[config.mk]
export PLATFORM = sky130hd
export DESIGN_NAME = text_console_cursor_control_core
export DESIGN_NICKNAME = d
export VERILOG_FILES = /design/src/rtl/core/tccc_pkg.sv /design/src/rtl/core/tccc_ctrl.sv /design/src/rtl/core/tccc_dpath.sv /design/src/rtl/core/text_console_cursor_control_core.sv
export SDC_FILE = /design/constraint.sdc
export NUM_CORES = 1
export LEC_CHECK = 0
export ABC_AREA = 1
export ABC_CLOCK_PERIOD_IN_PS = 9600
export BUFFER_PORTS_ARGS = -buffer_cell sky130_fd_sc_hd__buf_4
export CELL_PAD_IN_SITES_DETAIL_PLACEMENT = 0
export CELL_PAD_IN_SITES_GLOBAL_PLACEMENT = 2
export CORE_ASPECT_RATIO = 0.5
export CORE_MARGIN = 2
export CORE_UTILIZATION = 37
export CTS_CLUSTER_DIAMETER = 50
export DETAILED_ROUTE_END_ITERATION = 10
export PLACE_DENSITY_LB_ADDON = 0.1
export SETUP_SLACK_MARGIN = 0.15
export SLEW_MARGIN = 10
export SYNTH_ARGS = -nofsm -noshare
export SYNTH_HDL_FRONTEND = slang
export SYNTH_HIERARCHICAL = 1
export SYNTH_SLANG_ARGS = --single-unit
[constraint.sdc]
create_clock -name clk -period 9.6 [get_ports clk]
set_clock_uncertainty 0.15 [all_clocks]
set_input_delay 0 -clock clk [delete_from_list [all_inputs] [get_ports clk]]
set_output_delay 0 -clock clk [all_outputs]
set_load 0.02 [all_outputs]
[src/rtl/core/tccc_pkg.sv]
// shared types and constants for the text console cursor control core
// no dependencies
package tccc_pkg;

  localparam int ROW_W = 7;
  localparam int COL_W = 8;
  localparam int CFG_IDX_W = 2;
  localparam int CFG_DATA_W = 8;

  localparam logic [ROW_W-1:0] ROW_COUNT_RESET = 7'd30;
  localparam logic [COL_W-1:0] COL_COUNT_RESET = 8'd80;

  localparam logic [CFG_IDX_W-1:0] REG_COL_COUNT = 2'd0;
  localparam logic [CFG_IDX_W-1:0] REG_ROW_COUNT = 2'd1;

  localparam logic [1:0] CMD_DRAW   = 2'd0;
  localparam logic [1:0] CMD_SCROLL = 2'd1;
  localparam logic [1:0] CMD_CLEAR  = 2'd2;
  localparam logic [1:0] CMD_CURSOR = 2'd3;

  localparam logic OP_WRITE = 1'b0;
  localparam logic OP_RIGHT = 1'b1;

  localparam logic [7:0] CH_BACKSPACE = 8'd8;
  localparam logic [7:0] CH_TAB       = 8'd9;
  localparam logic [7:0] CH_NEWLINE   = 8'd10;
  localparam logic [7:0] CH_FORMFEED  = 8'd12;
  localparam logic [7:0] CH_SPACE     = 8'd32;

  typedef struct packed {
    logic load;
    logic clamp;
    logic step;
    logic emit_scroll;
  } ctl_t;

  typedef struct packed {
    logic out_free;
    logic scroll_next;
    logic more;
  } sts_t;

endpackage

[src/rtl/core/tccc_ctrl.sv]
// sequencer for the console core: input handshake and result sequencing
// depends on tccc_pkg
module tccc_ctrl
  import tccc_pkg::*;
(
  input  logic clk,
  input  logic rst,
  input  logic in_valid,
  output logic in_stall,
  input  sts_t sts,
  output ctl_t ctl
);

  localparam logic [1:0] S_IDLE   = 2'd0;
  localparam logic [1:0] S_CLAMP  = 2'd1;
  localparam logic [1:0] S_STEP   = 2'd2;
  localparam logic [1:0] S_SCROLL = 2'd3;

  logic [1:0] state;
  logic [1:0] state_next;

  always_comb begin
    state_next = state;
    ctl = '0;
    case (state)
      S_IDLE: begin
        if (in_valid) begin
          ctl.load = 1'b1;
          state_next = S_CLAMP;
        end
      end
      S_CLAMP: begin
        ctl.clamp = 1'b1;
        state_next = S_STEP;
      end
      S_STEP: begin
        if (sts.out_free) begin
          ctl.step = 1'b1;
          if (sts.scroll_next) state_next = S_SCROLL;
          else if (sts.more) state_next = S_STEP;
          else state_next = S_IDLE;
        end
      end
      S_SCROLL: begin
        if (sts.out_free) begin
          ctl.emit_scroll = 1'b1;
          state_next = S_IDLE;
        end
      end
      default: state_next = S_IDLE;
    endcase
  end

  always_ff @(posedge clk) begin
    if (rst) state <= S_IDLE;
    else state <= state_next;
  end

  assign in_stall = (state != S_IDLE);

endmodule

[src/rtl/core/tccc_dpath.sv]
// datapath for the console core: screen size registers, cursor, step logic, result register
// depends on tccc_pkg
module tccc_dpath
  import tccc_pkg::*;
(
  input  logic                  clk,
  input  logic                  rst,
  input  ctl_t                  ctl,
  output sts_t                  sts,
  input  logic                  operation,
  input  logic [7:0]            char_code,
  input  logic                  cfg_we,
  input  logic [CFG_IDX_W-1:0]  cfg_index,
  input  logic [CFG_DATA_W-1:0] cfg_data,
  output logic                  out_valid,
  input  logic                  out_stall,
  output logic [1:0]            command,
  output logic [7:0]            glyph,
  output logic [ROW_W-1:0]      draw_row,
  output logic [COL_W-1:0]      draw_col,
  output logic [ROW_W-1:0]      cursor_row_after,
  output logic [COL_W-1:0]      cursor_col_after,
  output logic                  last
);

  logic [COL_W-1:0] col_count;
  logic [ROW_W-1:0] row_count;
  logic [ROW_W-1:0] cur_row;
  logic [COL_W-1:0] cur_col;
  logic             op_r;
  logic [7:0]       char_r;
  logic [COL_W:0]   target;

  logic [COL_W-1:0] cols;
  logic [ROW_W-1:0] rows;
  logic [COL_W-1:0] cols_m1;
  logic [ROW_W-1:0] rows_m1;
  logic [ROW_W-1:0] clamp_row;
  logic [COL_W-1:0] clamp_col;
  logic             wrap;
  logic             bottom;
  logic             is_tab;
  logic             scrolled;
  logic [ROW_W-1:0] row_next;
  logic [COL_W-1:0] col_next;
  logic [1:0]       cmd_next;
  logic [7:0]       glyph_next;
  logic [ROW_W-1:0] drow_next;
  logic [COL_W-1:0] dcol_next;
  logic             last_next;
  logic             more;

  assign cols = (col_count == '0) ? COL_W'(1) : col_count;
  assign rows = (row_count == '0) ? ROW_W'(1) : row_count;
  assign cols_m1 = cols - COL_W'(1);
  assign rows_m1 = rows - ROW_W'(1);
  assign clamp_row = (cur_row >= rows) ? rows_m1 : cur_row;
  assign clamp_col = (cur_col >= cols) ? cols_m1 : cur_col;

  assign wrap = (cur_col >= cols_m1);
  assign bottom = (cur_row >= rows_m1);
  assign is_tab = (op_r == OP_WRITE) && (char_r == CH_TAB);

  always_comb begin
    row_next = cur_row;
    col_next = cur_col;
    cmd_next = CMD_CURSOR;
    glyph_next = '0;
    drow_next = '0;
    dcol_next = '0;
    scrolled = 1'b0;
    if (op_r == OP_RIGHT) begin
      if (!(cur_row == rows_m1 && cur_col == cols_m1)) begin
        if (wrap) begin
          col_next = '0;
          row_next = cur_row + ROW_W'(1);
        end else begin
          col_next = cur_col + COL_W'(1);
        end
      end
    end else begin
      case (char_r)
        CH_NEWLINE: begin
          col_next = '0;
          if (bottom) cmd_next = CMD_SCROLL;
          else row_next = cur_row + ROW_W'(1);
        end
        CH_BACKSPACE: begin
          if (cur_col != '0) begin
            col_next = cur_col - COL_W'(1);
          end else if (cur_row != '0) begin
            row_next = cur_row - ROW_W'(1);
            col_next = cols_m1;
          end
        end
        CH_FORMFEED: begin
          row_next = '0;
          col_next = '0;
          cmd_next = CMD_CLEAR;
        end
        default: begin
          cmd_next = CMD_DRAW;
          glyph_next = is_tab ? CH_SPACE : char_r;
          drow_next = cur_row;
          dcol_next = cur_col;
          if (wrap) begin
            col_next = '0;
            if (bottom) begin
              row_next = rows_m1;
              scrolled = 1'b1;
            end else begin
              row_next = cur_row + ROW_W'(1);
            end
          end else begin
            col_next = cur_col + COL_W'(1);
          end
        end
      endcase
    end
  end

  assign more = is_tab && !scrolled && (col_next != '0) && ({1'b0, col_next} < target);
  assign last_next = !scrolled && !more;

  assign sts.out_free = !out_valid || !out_stall;
  assign sts.scroll_next = scrolled;
  assign sts.more = more;

  always_ff @(posedge clk) begin
    if (rst) begin
      col_count <= COL_COUNT_RESET;
      row_count <= ROW_COUNT_RESET;
      cur_row <= '0;
      cur_col <= '0;
      out_valid <= 1'b0;
    end else begin
      if (cfg_we) begin
        if (cfg_index == REG_COL_COUNT) col_count <= cfg_data[COL_W-1:0];
        else if (cfg_index == REG_ROW_COUNT) row_count <= cfg_data[ROW_W-1:0];
      end
      if (ctl.clamp) begin
        cur_row <= clamp_row;
        cur_col <= clamp_col;
      end else if (ctl.step) begin
        cur_row <= row_next;
        cur_col <= col_next;
      end
      if (ctl.step || ctl.emit_scroll) out_valid <= 1'b1;
      else if (!out_stall) out_valid <= 1'b0;
    end
  end

  always_ff @(posedge clk) begin
    if (ctl.load) begin
      op_r <= operation;
      char_r <= char_code;
    end
    if (ctl.clamp) target <= {({1'b0, clamp_col[COL_W-1:3]} + 6'd1), 3'b000};
    if (ctl.step) begin
      command <= cmd_next;
      glyph <= glyph_next;
      draw_row <= drow_next;
      draw_col <= dcol_next;
      cursor_row_after <= row_next;
      cursor_col_after <= col_next;
      last <= last_next;
    end else if (ctl.emit_scroll) begin
      command <= CMD_SCROLL;
      glyph <= '0;
      draw_row <= '0;
      draw_col <= '0;
      cursor_row_after <= cur_row;
      cursor_col_after <= cur_col;
      last <= 1'b1;
    end
  end

endmodule

[src/rtl/core/text_console_cursor_control_core.sv]
// top level of the text console cursor control core
// depends on tccc_pkg, tccc_ctrl, tccc_dpath
// a taken word is loaded, the cursor clamped, then n registered results (n = 1..9) issue,
//   one per cycle from the shared step unit unless the output stalls; a word is taken
//   only after its previous word has issued all results
// reset: synchronous; cursor at home, 80 columns, 30 rows, no result pending
module text_console_cursor_control_core
  import tccc_pkg::*;
(
  input  logic                  clk,
  input  logic                  rst,
  input  logic                  in_valid,
  output logic                  in_stall,
  input  logic                  operation,
  input  logic [7:0]            char_code,
  output logic                  out_valid,
  input  logic                  out_stall,
  output logic [1:0]            command,
  output logic [7:0]            glyph,
  output logic [ROW_W-1:0]      draw_row,
  output logic [COL_W-1:0]      draw_col,
  output logic [ROW_W-1:0]      cursor_row_after,
  output logic [COL_W-1:0]      cursor_col_after,
  output logic                  last,
  input  logic                  cfg_valid,
  output logic                  cfg_ready,
  input  logic [CFG_IDX_W-1:0]  cfg_index,
  input  logic [CFG_DATA_W-1:0] cfg_data
);

  ctl_t ctl;
  sts_t sts;

  assign cfg_ready = 1'b1;

  tccc_ctrl u_ctrl (
    .clk      (clk),
    .rst      (rst),
    .in_valid (in_valid),
    .in_stall (in_stall),
    .sts      (sts),
    .ctl      (ctl)
  );

  tccc_dpath u_dpath (
    .clk              (clk),
    .rst              (rst),
    .ctl              (ctl),
    .sts              (sts),
    .operation        (operation),
    .char_code        (char_code),
    .cfg_we           (cfg_valid && cfg_ready),
    .cfg_index        (cfg_index),
    .cfg_data         (cfg_data),
    .out_valid        (out_valid),
    .out_stall        (out_stall),
    .command          (command),
    .glyph            (glyph),
    .draw_row         (draw_row),
    .draw_col         (draw_col),
    .cursor_row_after (cursor_row_after),
    .cursor_col_after (cursor_col_after),
    .last             (last)
  );

endmodule
==> impl_metrics.ini, run 1 <==
[status]
status = complete, no violations

[drt]
wl_per_cell_um = 16.9
drt_iter0_drc = 390
detail-route-antenna-nets = 0
vias_per_cell = 5.05
drt_pass1_iterations = 5
vias = 6193
wl_met2_um = 8700
top_layer = met4
routed_wl_um = 20800
met1_length_um = 10900
met3WireLength_um = 1030
drc = 0

[logic_synthesis]
synthMuxAreaShare_pct = 0
synthCells = 905
synth_ff_type = edfxtp_1
yosys.area_share.xor_xnor_pct = 1.96
synth-seq-area-share_pct = 35.0
synth_area_mm2 = 0.00670
synth-warning-count = 6
async_flop_share_pct = 0
syn_nets = 971
ys_ff_latch = 89
ys_types = 49
avgSynthCellArea_um2 = 7.40
synthSimpleGateAreaFrac_pct = 34.3
synth_fa_ha_area_share_pct = 7.85
synth-compound-area-share_pct = 10.8
synth_top_family_by_area = simple AND/OR/NAND/NOR gates
synth_edf_count = 56

[clock_network]
clk_latency_ns = 0.35
cts-root-buf = clkbuf_16
tritoncts = done
clk_pin_slew_ns = 0.07
clockBufferDepth = 2
cts.sink_count = 89
htree_levels = 3
post_cts_buffers = 0
cts_buffers = 9
ctsHoldBuffers = 31
cts_resized = 0

[timing]
max_freq_ghz = 0.223
slew_viol_final = 0
timing.final.crit_share_pct = 46.8
worst_hold_slack_ns = 0.215
rsz0062_at_grt = false
worst_pin_slew_ns = 1.02
setup_viol = 0
post-route-min-period_ns = 4.49
slew-limit-headroom_pct = 31.5
setup_tns_ns = 0
finalHoldViolations = 0

[placed_design]
dp_hpwl_um = 15600
portBuffers = 66
gp_congestion = 0.897

[setup_path]
cp-startpoint = u_dpath/col_count[2]$_SDFFE_PP0P_
arrival_ns = 4.44
critPathKind = reg2reg
critPathSlowestCell = nor2_4
r2r_cells = 25
path_delay_family = simple AND/OR/NAND/NOR gates
crit_path_end_kind = flip-flop
critPathBufInv = 3
path_common_cell = nand2_1
r2r_slack_ns = 5.11
critPathRequiredTime_ns = 9.55
r2r_start = u_dpath/col_count[2]$_SDFFE_PP0P_
slowest_delay_ns = 0.49
cp_max_fo = 15
path_depth = 25
startpoint_type = flip-flop

[pwr]
power_mw = 1.71
power.density_mw_per_mm2 = 216
leakagePower_nw = 3.74
worst_ir_drop_vdd_mv = 0.0933

[floorplanning]
rows = 34
core_area_mm2 = 0.0175
chipWidth_um = 194
dieArea_mm2 = 0.0193
ios = 68
initial_utilization_pct = 38.2
die_y_um = 99.1

[cells_and_area]
final_cell_mix = nand2_1, inv_1, nor2_1
area_growth_pct = 18.6
multiInputGateArea_mm2 = 0.00369
drive_gt1_share_pct = 15.8
fin_nets = 1054
layout_commonest_cell = nand2_1
fillers = 1816
final_util_pct = 45.3
n_antenna_cell = 0
final-seq-area_mm2 = 0.00234

[grt]
grt_overflow_total = 0
antenna_found_initial = 0
track_usage_pct = 22.3
grt_pass1_wl_um = 33300
grt_pass1_vias = 5948
grt_max_degree = 42

[run]
maxCapViolations = 0

[hold_path]
min_from = char_code[3]
hold_class = in2reg
whs_path_depth = 2
## cell type report
| cell class | count | share of cell area (%) |
|---|---|---|
| sequential | 89 | 29.5 |
| inverter | 129 | 6.35 |
| clock buffer | 11 | 2.93 |
| multi-input combinational | 660 | 46.4 |
| tap | 234 | 3.69 |
| clock inverter | 5 | 0.803 |
| timing repair buffer | 99 | 10.3 |
## per-stage QoR
| step | cells | area, µm² | setup slack, ns |
|---|---|---|---|
| 5_1_grt | 1227 | 7940 | 4.75 |
| 2_1_floorplan | 905 | 6700 | 5.77 |
| 6_report | 1227 | 7940 | 5.11 |
| 3_3_place_gp | 1180 | 7340 | 5.24 |
| 4_1_cts | 1227 | 7940 | 5.16 |
| 3_5_place_dp | 1180 | 7340 | 5.18 |
## where the power goes
group	switching (mW)	internal (mW)	leakage, nW
Sequential	0.0659	0.484	0.799
Clock	0.157	0.204	0.140
Combinational	0.538	0.265	2.81
## worst reg2reg max path: stages, from the launching register on
cell,delay (ns)
dfxtp_1,0.37
nor2_2,0.20
nand4_1,0.19
nand2_1,0.15
inv_2,0.07
ha_1,0.25
nand2_1,0.10
xor2_1,0.26
inv_1,0.08
ha_1,0.27
nand2_1,0.10
nor2_4,0.05
a21oi_1,0.13
nand2_1,0.10
nor2_4,0.49
nand3b_1,0.13
nand2_1,0.13
nor2_4,0.05
inv_1,0.05
ha_1,0.24
a21oi_1,0.15
a21oi_1,0.10
nor3_1,0.21
nand3_2,0.10
nand2_1,0.07
nand2_1,0.05
## per-layer routing
metal,GRT usage [%],vias up
li1,-,3132
met1,33.4,2888
met2,33.7,157
met3,4.10,16
met4,4.37,0
met5,0,-
## worst paths after layout
path,to
max,u_dpath/last$_SDFFCE_PN1P_
min reg2reg,u_dpath/col_count[7]$_SDFFE_PP0P_
min,u_dpath/char_r[3]$_DFFE_PP_
max reg2reg,u_dpath/last$_SDFFCE_PN1P_
## sequential cells by signal, indices dropped and copies added, names as in the netlist, 6 cells and up
name,count
u_dpath/target,6
u_dpath/cursor_col_after,8
u_dpath/draw_col,8
u_dpath/row_count,7
u_dpath/glyph,8
u_dpath/char_r,8
u_dpath/cursor_row_after,7
u_dpath/cur_col,8
u_dpath/cur_row,7
u_dpath/draw_row,7
u_dpath/col_count,8
## logic make-up after synthesis
kind of cell | count (synthesis)
other cells | 1
fa+ha+maj | 42
flops | 89
simple gates | 477
buf+inv | 156
xor+xnor | 15
compound gates | 125
## cell usage after synthesis (3+ instances only)
cell type / count / share of area (%)
buf_4: 9 / 1.0
ha_1: 42 / 7.8
nor2_2: 5 / 0.47
inv_1: 112 / 6.3
nand3_2: 8 / 1.2
nand3_1: 67 / 5.0
nand3_4: 3 / 0.78
nor3_1: 8 / 0.60
nand2_1: 227 / 13
o21ai_0: 38 / 2.8
o211ai_1: 9 / 1.0
a31oi_1: 9 / 0.84
inv_2: 8 / 0.45
xnor2_1: 3 / 0.39
a21oi_1: 43 / 3.2
clkbuf_1: 6 / 0.34
nor2_1: 100 / 5.6
xor2_1: 12 / 1.6
clkinv_1: 3 / 0.17
a21oi_2: 3 / 0.39
inv_4: 4 / 0.37
o21ai_1: 9 / 0.67
buf_6: 3 / 0.50
nand4_1: 21 / 2.0
dfxtp_1: 33 / 9.9
buf_2: 8 / 0.60
nand2_4: 6 / 1.0
nand2_2: 7 / 0.65
nor2_4: 15 / 2.5
edfxtp_1: 56 / 25
o21ai_2: 5 / 0.65
(Power assumes the default switching activity.)
==> run 2: changes to the inputs <==
--- a/config.mk
+++ b/config.mk
@@ -6,13 +6,13 @@
 export NUM_CORES = 1
 export LEC_CHECK = 0
 export ABC_AREA = 1
-export ABC_CLOCK_PERIOD_IN_PS = 9600
+export ABC_CLOCK_PERIOD_IN_PS = 3810
 export BUFFER_PORTS_ARGS = -buffer_cell sky130_fd_sc_hd__buf_4
 export CELL_PAD_IN_SITES_DETAIL_PLACEMENT = 0
 export CELL_PAD_IN_SITES_GLOBAL_PLACEMENT = 2
 export CORE_ASPECT_RATIO = 0.5
 export CORE_MARGIN = 2
-export CORE_UTILIZATION = 37
+export CORE_UTILIZATION = 31
 export CTS_CLUSTER_DIAMETER = 50
 export DETAILED_ROUTE_END_ITERATION = 10
 export PLACE_DENSITY_LB_ADDON = 0.1
==> constraint.sdc (replaced) <==
create_clock -name clk -period 3.81 [get_ports clk]
set_clock_uncertainty 0.15 [all_clocks]
set_input_delay 0 -clock clk [delete_from_list [all_inputs] [get_ports clk]]
set_output_delay 0 -clock clk [all_outputs]
set_load 0.02 [all_outputs]
==> run 2 against run 1 <==
Net effect: via count grew 4.4%; highest routed layer unchanged; routed wire length grew 12%; first-iteration DRC count grew 18%; combinational power grew to 2.9 times the previous value.
==> impl_metrics.ini, run 2 (synthesis results as in run 1) <==
[pwr]
power_mw = 4.63
leakagePower_nw = 4.03
power.density_mw_per_mm2 = 531
worst_ir_drop_vdd_mv = 0.195

[floorplanning]
ios = 68
rows = 37
chipWidth_um = 212
die_y_um = 108
dieArea_mm2 = 0.0229
core_area_mm2 = 0.0209
initial_utilization_pct = 32.1

[hold_path]
hold_class = in2reg

[drt]
wl_per_cell_um = 17.3
vias = 6463
drt_iter0_drc = 462
detail-route-antenna-nets = 0
vias_per_cell = 4.81
drc = 0
drt_pass1_iterations = 5
routed_wl_um = 23300

[setup_path]
slowest_delay_ns = 0.37
critPathKind = reg2reg
startpoint_type = flip-flop
critPathRequiredTime_ns = 3.91
crit_path_end_kind = flip-flop
critPathSlowestCell = dfxtp_4
critPathBufInv = 6
path_delay_family = simple AND/OR/NAND/NOR gates
arrival_ns = 3.72
cp_max_fo = 4

[timing]
max_freq_ghz = 0.276
post-route-min-period_ns = 3.63
worst_pin_slew_ns = 1.05
slew-limit-headroom_pct = 29.3
slew_viol_final = 0
finalHoldViolations = 0
setup_slack_ns = 0.185
setup_viol = 0
rsz0062_at_grt = true
timing.final.crit_share_pct = 95.2

[clock_network]
clockBufferDepth = 2
cts-root-buf = clkbuf_16
clk_latency_ns = 0.36
clk_pin_slew_ns = 0.08
cts.sink_count = 89
cts_buffers = 9
htree_levels = 3
tritoncts = done

[cells_and_area]
stdcell_area_mm2 = 0.00872
fillers = 2155
n_antenna_cell = 0
drive_gt1_share_pct = 25.2
final_cell_mix = nand2_1, buf_4, inv_1
area_growth_pct = 30.2
fin_nets = 1114
layout_commonest_cell = nand2_1
final_util_pct = 41.8

[placed_design]
portBuffers = 66
place_area_mm2 = 0.00778
gp_congestion = 0.868
dp_hpwl_um = 17300
pre_cts_ws_ns = 0.0482

[grt]
grt_max_degree = 42
grt_overflow_total = 0
grt_pass1_wl_um = 35800
grt_pass1_vias = 6254
antenna_found_initial = 0
track_usage_pct = 21.1

[status]
status = complete, no violations

[run]
maxCapViolations = 0
-- run 2: cell types whose count changed in the layout (fill, tap and decap cells not counted), moves of 4 or more --
cell,previous run,this run
nand2_1,226,214
nor2_1,100,96
inv_2,8,15
ha_4,0,10
inv_1,112,105
nand2_2,8,18
buf_4,68,130
nand3_1,67,63
ha_1,42,32
-- run 2: power by group --
group          leakage, nW  switching, mW  internal (mW)
Sequential           0.799          0.134           1.22
Clock                0.146          0.442          0.517
Combinational         3.09           1.49          0.825
Total                 4.03           2.07           2.56
-- run 2: path summary, 6_finish.rpt --
kind                                     start                                 to  slack [ns]  cells after the start
max          u_dpath/col_count[2]$_SDFFE_PP0P_       u_ctrl/state[1]$_SDFFE_PP0P_        0.18                     28
min                                  cfg_valid  u_dpath/row_count[6]$_SDFFE_PP0P_        0.04                      6
max reg2reg  u_dpath/col_count[2]$_SDFFE_PP0P_       u_ctrl/state[1]$_SDFFE_PP0P_        0.18                     28
min reg2reg     u_dpath/out_valid$_SDFFE_PP0P_     u_dpath/out_valid$_SDFFE_PP0P_        0.39                      2
-- run 2: repair_timing --
action / 4_1_cts / 5_1_grt
gates resized for setup: 7 / 33
setup endpoints to repair: 2 / 14
hold endpoints to repair: 29 / 0
buffers inserted: 13 / 9
hold buffers: 28 / 0
pin swaps: 13 / 29
-- run 2: stage by stage --
step                      setup TNS [ns]  cells  hold slack (ns)
after global placement                 0   1279           0.0281
after CTS                              0   1336           0.0145
after floorplan                        0    905          -0.0809
final                                  0   1345           0.0404
after global routing              -0.209   1345            0.115
after detailed placement               0   1279           0.0295
-- run 2: final cells by class --
cell class	instances	area (µm²)	area share [%]
repair buffers	159	1270	14.5
well taps	292	365	4.19
multi-input cells	660	3930	45.1
clock inverters	7	78.8	0.904
clock buffers	9	225	2.58
inverters	129	504	5.78
flip-flops and latches	89	2350	26.9
-- run 2: routing by layer --
layer | track usage (%) | wire, µm | part of all wire [%]
met2 | 33.2 | 10000 | 43
met4 | 4.68 | 212 | 0.91
met3 | 3.69 | 851 | 3.7
met1 | 30.2 | 12200 | 52
met5 | 0 | 0 | 0
-- run 2: worst register-to-register path: cells and delay by family (launching register included) --
family / cells / cell delay [ns]
flops: 1 / 0.37
compound gates: 1 / 0.21
fa+ha+maj: 3 / 0.70
simple gates: 17 / 1.48
xor+xnor: 1 / 0.18
buf+inv: 6 / 0.44
